<file path="config.mk">
export PLATFORM = sky130hd
export DESIGN_NAME = plsf_ctrl
export DESIGN_NICKNAME = d
export VERILOG_FILES = /design/src/plsf_pkg.sv /design/src/plsf_ctrl.sv
export SDC_FILE = /design/constraint.sdc
export NUM_CORES = 1
export LEC_CHECK = 0
export BUFFER_PORTS_ARGS = -buffer_cell sky130_fd_sc_hd__buf_2
export CAP_MARGIN = 25
export CORE_MARGIN = 4
export CORE_UTILIZATION = 55
export DETAILED_ROUTE_END_ITERATION = 8
export GPL_TIMING_DRIVEN = 0
export HOLD_SLACK_MARGIN = 0.12
export MAX_ROUTING_LAYER = met4
export PLACE_DENSITY = 0.79
export SLEW_MARGIN = 25
export SYNTH_ARGS = -nofsm -noshare
export SYNTH_HDL_FRONTEND = slang
export SYNTH_SLANG_ARGS = --single-unit
</file>
<file path="constraint.sdc">
create_clock -name clk -period 3.7 [get_ports clk]
set_input_delay 0.74 -clock clk [delete_from_list [all_inputs] [get_ports clk]]
set_output_delay 0.74 -clock clk [all_outputs]
set_load 0.02 [all_outputs]
</file>
<file path="src/plsf_pkg.sv">
// Package for the least-squares plane fit: channel payload types, the controller
// and datapath interface structs, register-file addresses and the fit program.
// No dependencies.
package plsf_pkg;

	// Width of the exact fit arithmetic (two's complement).
	localparam int BIG_W = 256;
	localparam int IT_W = $clog2(BIG_W);

	// Register-file addresses of the fit datapath.
	localparam int RF_DEPTH = 32;
	localparam int RA_W = $clog2(RF_DEPTH);
	typedef logic [RA_W-1:0] raddr_t;

	localparam raddr_t R_N   = 5'd0;
	localparam raddr_t R_SX  = 5'd1;
	localparam raddr_t R_SY  = 5'd2;
	localparam raddr_t R_SZ  = 5'd3;
	localparam raddr_t R_SXX = 5'd4;
	localparam raddr_t R_SYY = 5'd5;
	localparam raddr_t R_SXY = 5'd6;
	localparam raddr_t R_SZX = 5'd7;
	localparam raddr_t R_SZY = 5'd8;
	localparam raddr_t R_K   = 5'd9;
	localparam raddr_t R_T1  = 5'd10;
	localparam raddr_t R_T2  = 5'd11;
	localparam raddr_t R_MXX = 5'd12;
	localparam raddr_t R_MYY = 5'd13;
	localparam raddr_t R_MXY = 5'd14;
	localparam raddr_t R_MZX = 5'd15;
	localparam raddr_t R_MZY = 5'd16;
	localparam raddr_t R_D   = 5'd17;
	localparam raddr_t R_NA  = 5'd18;
	localparam raddr_t R_NB  = 5'd19;
	localparam raddr_t R_MX  = 5'd20;
	localparam raddr_t R_MY  = 5'd21;
	localparam raddr_t R_MZ  = 5'd22;
	localparam raddr_t R_A   = 5'd23;
	localparam raddr_t R_B   = 5'd24;
	localparam raddr_t R_C   = 5'd25;

	// Scale of the slopes: 16 fraction bits.
	localparam logic [BIG_W-1:0] K_SCALE = BIG_W'(65536);

	// Fit status codes.
	localparam logic [1:0] FS_OK         = 2'd0;
	localparam logic [1:0] FS_DEGENERATE = 2'd1;
	localparam logic [1:0] FS_CAPACITY   = 2'd2;

	typedef struct packed {
		logic signed [23:0] coord_x;
		logic signed [23:0] coord_y;
		logic signed [23:0] coord_z;
		logic               last_point;
	} point_t;

	typedef struct packed {
		logic signed [31:0] slope_a;
		logic signed [31:0] slope_b;
		logic signed [31:0] offset_c;
		logic signed [23:0] mean_x;
		logic signed [23:0] mean_y;
		logic signed [23:0] mean_z;
		logic [1:0]         fit_status;
	} fit_t;

	typedef enum logic [1:0] {
		OP_LD,
		OP_SUB,
		OP_MUL,
		OP_DIV
	} op_t;

	typedef struct packed {
		op_t    op;
		raddr_t rd;
		raddr_t ra;
		raddr_t rb;
	} instr_t;

	typedef struct packed {
		logic   push;
		logic   rd_en;
		logic   start;
		logic   clear;
		op_t    op;
		raddr_t rd;
		raddr_t ra;
		raddr_t rb;
	} cmd_t;

	typedef struct packed {
		logic pipe_busy;
		logic done;
	} dp_status_t;

	typedef enum logic [2:0] {
		ST_ACCUM,
		ST_DRAIN,
		ST_READ,
		ST_EXEC,
		ST_WAIT,
		ST_OUT
	} state_t;

	typedef enum logic [2:0] {
		PH_IDLE,
		PH_MUL,
		PH_DPREP,
		PH_DIV,
		PH_DFIN
	} phase_t;

	localparam int PROG_LEN = 48;
	localparam int PC_W = $clog2(PROG_LEN);

	// Fit program: load the sums, form the centred moments, the denominator and
	// numerators, then the means, the slopes and the offset.
	localparam instr_t PROG [PROG_LEN] = '{
		'{OP_LD,  R_N,   R_N,   R_N},
		'{OP_LD,  R_SX,  R_N,   R_N},
		'{OP_LD,  R_SY,  R_N,   R_N},
		'{OP_LD,  R_SZ,  R_N,   R_N},
		'{OP_LD,  R_SXX, R_N,   R_N},
		'{OP_LD,  R_SYY, R_N,   R_N},
		'{OP_LD,  R_SXY, R_N,   R_N},
		'{OP_LD,  R_SZX, R_N,   R_N},
		'{OP_LD,  R_SZY, R_N,   R_N},
		'{OP_LD,  R_K,   R_N,   R_N},
		'{OP_MUL, R_T1,  R_N,   R_SXX},
		'{OP_MUL, R_T2,  R_SX,  R_SX},
		'{OP_SUB, R_MXX, R_T1,  R_T2},
		'{OP_MUL, R_T1,  R_N,   R_SYY},
		'{OP_MUL, R_T2,  R_SY,  R_SY},
		'{OP_SUB, R_MYY, R_T1,  R_T2},
		'{OP_MUL, R_T1,  R_N,   R_SXY},
		'{OP_MUL, R_T2,  R_SX,  R_SY},
		'{OP_SUB, R_MXY, R_T1,  R_T2},
		'{OP_MUL, R_T1,  R_N,   R_SZX},
		'{OP_MUL, R_T2,  R_SZ,  R_SX},
		'{OP_SUB, R_MZX, R_T1,  R_T2},
		'{OP_MUL, R_T1,  R_N,   R_SZY},
		'{OP_MUL, R_T2,  R_SZ,  R_SY},
		'{OP_SUB, R_MZY, R_T1,  R_T2},
		'{OP_MUL, R_T1,  R_MXX, R_MYY},
		'{OP_MUL, R_T2,  R_MXY, R_MXY},
		'{OP_SUB, R_D,   R_T1,  R_T2},
		'{OP_MUL, R_T1,  R_MZX, R_MYY},
		'{OP_MUL, R_T2,  R_MZY, R_MXY},
		'{OP_SUB, R_NA,  R_T1,  R_T2},
		'{OP_MUL, R_T1,  R_MXX, R_MZY},
		'{OP_MUL, R_T2,  R_MZX, R_MXY},
		'{OP_SUB, R_NB,  R_T1,  R_T2},
		'{OP_DIV, R_MX,  R_SX,  R_N},
		'{OP_DIV, R_MY,  R_SY,  R_N},
		'{OP_DIV, R_MZ,  R_SZ,  R_N},
		'{OP_MUL, R_T1,  R_NA,  R_K},
		'{OP_DIV, R_A,   R_T1,  R_D},
		'{OP_MUL, R_T1,  R_NB,  R_K},
		'{OP_DIV, R_B,   R_T1,  R_D},
		'{OP_MUL, R_T1,  R_SZ,  R_D},
		'{OP_MUL, R_T2,  R_NA,  R_SX},
		'{OP_SUB, R_T1,  R_T1,  R_T2},
		'{OP_MUL, R_T2,  R_NB,  R_SY},
		'{OP_SUB, R_T1,  R_T1,  R_T2},
		'{OP_MUL, R_T2,  R_N,   R_D},
		'{OP_DIV, R_C,   R_T1,  R_T2}
	};

	// Saturate a wide signed value to 32 bits.
	function automatic logic [31:0] sat32(input logic [BIG_W-1:0] v);
		logic fits;
		fits = (v[BIG_W-1:31] == '0) || (v[BIG_W-1:31] == '1);
		if (fits) begin
			return v[31:0];
		end else if (v[BIG_W-1]) begin
			return 32'h8000_0000;
		end else begin
			return 32'h7fff_ffff;
		end
	endfunction

	// Saturate a wide signed value to 24 bits.
	function automatic logic [23:0] sat24(input logic [BIG_W-1:0] v);
		logic fits;
		fits = (v[BIG_W-1:23] == '0) || (v[BIG_W-1:23] == '1);
		if (fits) begin
			return v[23:0];
		end else if (v[BIG_W-1]) begin
			return 24'h80_0000;
		end else begin
			return 24'h7f_ffff;
		end
	endfunction

endpackage

</file>
<file path="src/plsf_ctrl.sv">
// Controller of the plane fit: takes points, then steps the datapath through
// the fit program and presents the result. Depends on plsf_pkg.
module plsf_ctrl (
	input  logic                 clk,
	input  logic                 arst_n,
	input  logic                 pt_valid,
	input  logic                 pt_last,
	output logic                 pt_stall,
	input  plsf_pkg::dp_status_t status,
	output plsf_pkg::cmd_t       cmd,
	output logic                 fit_valid,
	input  logic                 fit_stall
);

	plsf_pkg::state_t          state_q, state_d;
	logic [plsf_pkg::PC_W-1:0] pc_q;
	logic                      pc_clr, pc_inc;
	plsf_pkg::instr_t          instr;

	assign instr = plsf_pkg::PROG[pc_q];

	always_ff @(posedge clk or negedge arst_n) begin
		if (!arst_n) begin
			state_q <= plsf_pkg::ST_ACCUM;
			pc_q    <= '0;
		end else begin
			state_q <= state_d;
			if (pc_clr) begin
				pc_q <= '0;
			end else if (pc_inc) begin
				pc_q <= pc_q + 1'b1;
			end
		end
	end

	always_comb begin
		state_d   = state_q;
		pc_clr    = 1'b0;
		pc_inc    = 1'b0;
		cmd.push  = 1'b0;
		cmd.rd_en = 1'b0;
		cmd.start = 1'b0;
		cmd.clear = 1'b0;
		cmd.op    = instr.op;
		cmd.rd    = instr.rd;
		cmd.ra    = instr.ra;
		cmd.rb    = instr.rb;
		pt_stall  = (state_q != plsf_pkg::ST_ACCUM);
		fit_valid = (state_q == plsf_pkg::ST_OUT);
		case (state_q)
			plsf_pkg::ST_ACCUM: begin
				cmd.push = pt_valid;
				if (pt_valid && pt_last) begin
					state_d = plsf_pkg::ST_DRAIN;
				end
			end
			plsf_pkg::ST_DRAIN: begin
				if (!status.pipe_busy) begin
					pc_clr  = 1'b1;
					state_d = plsf_pkg::ST_READ;
				end
			end
			plsf_pkg::ST_READ: begin
				cmd.rd_en = 1'b1;
				state_d   = plsf_pkg::ST_EXEC;
			end
			plsf_pkg::ST_EXEC: begin
				cmd.start = 1'b1;
				state_d   = plsf_pkg::ST_WAIT;
			end
			plsf_pkg::ST_WAIT: begin
				if (status.done) begin
					if (pc_q == plsf_pkg::PC_W'(plsf_pkg::PROG_LEN - 1)) begin
						state_d = plsf_pkg::ST_OUT;
					end else begin
						pc_inc  = 1'b1;
						state_d = plsf_pkg::ST_READ;
					end
				end
			end
			plsf_pkg::ST_OUT: begin
				if (!fit_stall) begin
					cmd.clear = 1'b1;
					state_d   = plsf_pkg::ST_ACCUM;
				end
			end
			default: begin
				state_d = plsf_pkg::ST_ACCUM;
			end
		endcase
	end

endmodule
</file>
* Word-level counts from Yosys, hierarchy flattened
Memory sizes are Yosys's and may differ from the RTL's. Cells that the tools add are included.
Storage, ports and cells: flip-flop bits (word level) 9, bits in read-only memories 1088, input bits 7, output and inout port bits 23, word-level logic and storage cells 41, memories kept 1
Operators by class: add/subtract/negate cells 1, order comparisons 1, equality and inequality tests 10, multiplexer cells 20, bitwise gates (word level) 1, reduce and logical (&&, ||, !) cells 5
Memory list:
- (no name shown) | words 64, bits a word 17, rd ports 1, clocked after memory_dff 0, wr ports 0, line plsf_ctrl.sv:20 | assign instr = plsf_pkg::PROG[pc_q];
Operators with widths (number):
- 17-bit 2-to-1 mux | 2
- 3-bit one-hot mux with 6 select lines | 1
- 3-bit 2-to-1 mux | 5
- 6-bit 2-to-1 mux | 2
- 1-bit 2-to-1 mux | 10
- 2-bit != test (second input constant) | 4
- 7-bit greater-or-equal comparator (second input constant) | 1
- 6-bit inverter with 7-bit output | 1
- 6-bit by 1-bit adder with 6-bit output (second input constant) | 1
- 3-bit by 2-bit equality test with 1-bit output (second input constant) | 2
- 3-bit equality test (second input constant) | 2
- 6-bit equality test (second input constant) | 1
- 4-bit AND reduction | 1
- 3-bit by 1-bit equality test with 1-bit output (second input constant) | 1
- 3-bit logical NOT | 1
- 3-bit nonzero test | 1
- 2-bit nonzero test | 1
- 1-bit logical AND | 1

* Logic depth before layout (Yosys ltp)
depth after elaboration 6, mapped depth 8, gate-level depth less buffers 6

* Worst setup path after synthesis
Ideal clock, no wire load.
path type register to output, start reg pc_q[1] (netlist bit), end out cmd[7] (netlist bit), arrival time 1.964 ns, required time 2.960 ns, setup slack 0.996 ns, stages on the path, launching flop included 6, buffers on the path 1, cell sequence dfrtp_1 > inv_1 > ha_1 > clkbuf_1 > a32oi_1 > o21ai_0
RTL lines:
- start, declared | line plsf_ctrl.sv:16 | logic [plsf_pkg::PC_W-1:0] pc_q;
- start signal, assigned | line plsf_ctrl.sv:31 | pc_q <= pc_q + 1'b1;
- end, declared | line plsf_ctrl.sv:10 | output plsf_pkg::cmd_t cmd,

==> metrics <==
DRC 0; most frequent cells in the layout buf_2 (43), nand2_1 (25), a21oi_1 (22), nor2_1 (21); WP depth 7; clk_lat worst skew 0.25 ns; part of the cycle the worst path needs 93.6%; Ys Warns 0; Startpoint Class flop; Max Cap Viol 0; post-CTS setup buffers 0; CP Launch Point pc_q[1]$_DFFE_PN0P_; worst path cell trace inv_1 -> ha_1 -> nor2b_1 -> a32o_1 -> a211oi_1 -> a21oi_1 -> buf_2; Critical Path End Type output port; area share of the largest cell type after synthesis 14.0%; synth-to-layout area growth 12.9%; Async SR Flop Fraction 100%; count of final max-slew check failures 0; Synthesized Nets 253; critical path fanouts, max 13; first-pass GRT wire length 7.76 mm; worst rel slew slack 56.6%; Multi-input gate area 0.00123 mm²; sequential area share after synthesis 14.0%; count of final hold-check violations 0; Reg area 225 µm²; 1st-pass router iterations 5; initial core utilization 57.7%; pre-CTS setup slack 0.535 ns; drt wl/cell 16.8 µm; clock root buffer clkbuf_4; DPL Wire Length 3.71 mm; cts repair resizes 0; post-route antenna net violation count 0; Post-Route WL 4.96 mm; final core utilization 65.1%; Buf/Inv on CP 2; share of layout cells above drive strength 1 20.4%; pwr dens 547 mW/mm²; diode count 0; RD Place Congestion 1.05; Horiz. Die Dim 62.0 µm; Synth cell types 49; Syn Area/Cell 6.89 µm²; Clock transition at path regs 0.06 ns; number of CTS-inserted buffers 3; Core Region 0.00278 mm²; die height 62.0 µm; CP delay by family, top adder cells; R2R Setup Slk 1.72 ns; RSZ-0062 raised after global routing no; number of global-route vias before repair 1,573; r2r endpoint pc_q[4]$_DFFE_PN0P_; WP data required 2.96 ns; IR drop worst, VDD 467 µV; setup ws final 0.238 ns; Leak 0.838 nW; Reg2Reg Depth 4; Synth Area in Adders 10.1%; H-tree levels 1; Max Buffers Root-to-Sink 2; Hold Path Class input pin to async pin; placed cell area 0.00179 mm²; R2R Path Start pc_q[1]$_DFFE_PN0P_; Vias 1,871; overall global routing resource usage 27.5%; via density per instance 6.32; status complete, no violations; Layout fillers 264; Arr. time, crit path 2.72 ns; # nets final 286; Syn Std Cell Area 0.00161 mm²; Slowest-stage cell, CP ha_1; Final Instance Area 0.00181 mm²; Syn Inst Count 233; Synth area leader dfrtp_1; #FFs+latches synth 9; CTS tree done; full die area 0.00385 mm²; CTS Sinks 9; combinational family with the most area after synthesis compound AO/OA/AOI/OAI gates; IO Pins 30; commonest non-fill, non-tap cell in the layout buf_2; Synth Area in Compound Gates 36.3%; IO buf count 29; top cells by area, synth dfrtp_1 (14%), ha_1 (10%), a21oi_1 (6.9%); Initial DRC Count 217; post-synthesis mux area share 1.33%; initial antenna violation count 0; CP Capture Point cmd[3]; row cnt 19; Synth Area in Simple Gates 27.0%; CTS Hold Buffers Added 0; crit-path max cell delay 0.65 ns; post-synthesis xor/xnor area fraction 2.18%; fin crit period 3.46 ns; setup TNS 0 ns; GRT overflow 0; number of enable flip-flop cells after synthesis 0; WS Path Type flop to output port; skew final 0.00737 ns; # setup viols final 0; Max Freq 289 MHz; Design Power 0.991 mW; worst slew pin tran 0.646 ns; largest net degree at the start of global routing 13; prevailing post-synth register cell dfrtp_1
[sequential cells by signal, summed over array words and instances, names as in the netlist]
| register | count |
|---|---|
| pc_q | 6 |
| state_q | 3 |
[cell type report]
type	count	area share, %
multi-input cells	191	68.2
flip-flops and latches	9	12.4
repair buffers	29	8.01
plain buffers	22	5.73
well taps	31	2.14
inverters	10	2.07
clock buffers	4	1.45
[power by group]
group	internal [mW]	switching (mW)
Clock	0.0412	0.0295
Combinational	0.270	0.491
Sequential	0.125	0.0348
Total	0.436	0.555
[synth_stat cells, types with 2 or more instances]
| cell | instances |
|---|---|
| a211oi_1 | 4 |
| a21oi_1 | 22 |
| a22oi_1 | 4 |
| a31oi_1 | 7 |
| a32o_1 | 3 |
| a32oi_1 | 2 |
| and2_1 | 3 |
| buf_2 | 14 |
| clkbuf_1 | 7 |
| dfrtp_1 | 9 |
| ha_1 | 13 |
| inv_1 | 10 |
| nand2_1 | 25 |
| nand2b_1 | 4 |
| nand3_1 | 6 |
| nor2_1 | 21 |
| nor2b_1 | 15 |
| nor3_1 | 3 |
| nor3b_1 | 2 |
| o211ai_1 | 9 |
| o21a_1 | 3 |
| o21ai_0 | 15 |
| o22ai_1 | 4 |
| xnor2_1 | 2 |
| xor2_1 | 2 |
[worst min-delay path by stage]
| stage | slack, ns | cells after the start | end | from |
|---|---|---|---|---|
| final | 0.32 | 1 | pc_q[1]$_DFFE_PN0P_ | arst_n |
| after global routing | 0.32 | 1 | pc_q[0]$_DFFE_PN0P_ | arst_n |
| after CTS | 0.32 | 1 | pc_q[1]$_DFFE_PN0P_ | arst_n |
| after detailed placement | 0.60 | 1 | state_q[1]$_DFFE_PN0P_ | arst_n |
| after global placement | 0.59 | 1 | pc_q[5]$_DFFE_PN0P_ | arst_n |
| after floorplan | 0.44 | 0 | pc_q[0]$_DFFE_PN0P_ | arst_n |
[logic make-up after synthesis]
| logic type | after synthesis |
|---|---|
| compound gates | 86 |
| flops | 9 |
| simple gates | 86 |
| mux | 2 |
| buf+inv | 33 |
| fa+ha+maj | 13 |
| xor+xnor | 4 |
[metrics by stage]
step                      std cells  hold slack, ns
after floorplan                 233           0.444
after global placement          293           0.592
after detailed placement        293           0.599
after CTS                       297           0.325
after global routing            296           0.318
final                           296           0.322
[per-layer routing]
layer	wire [µm]	GRT usage, %	vias to the layer above
met1	2340	42.2	838
li1	-	-	908
met3	515	3.93	8
met2	2050	38.0	117
met5	0	-	-
met4	56	4.85	0
(Power assumes the default switching activity.)
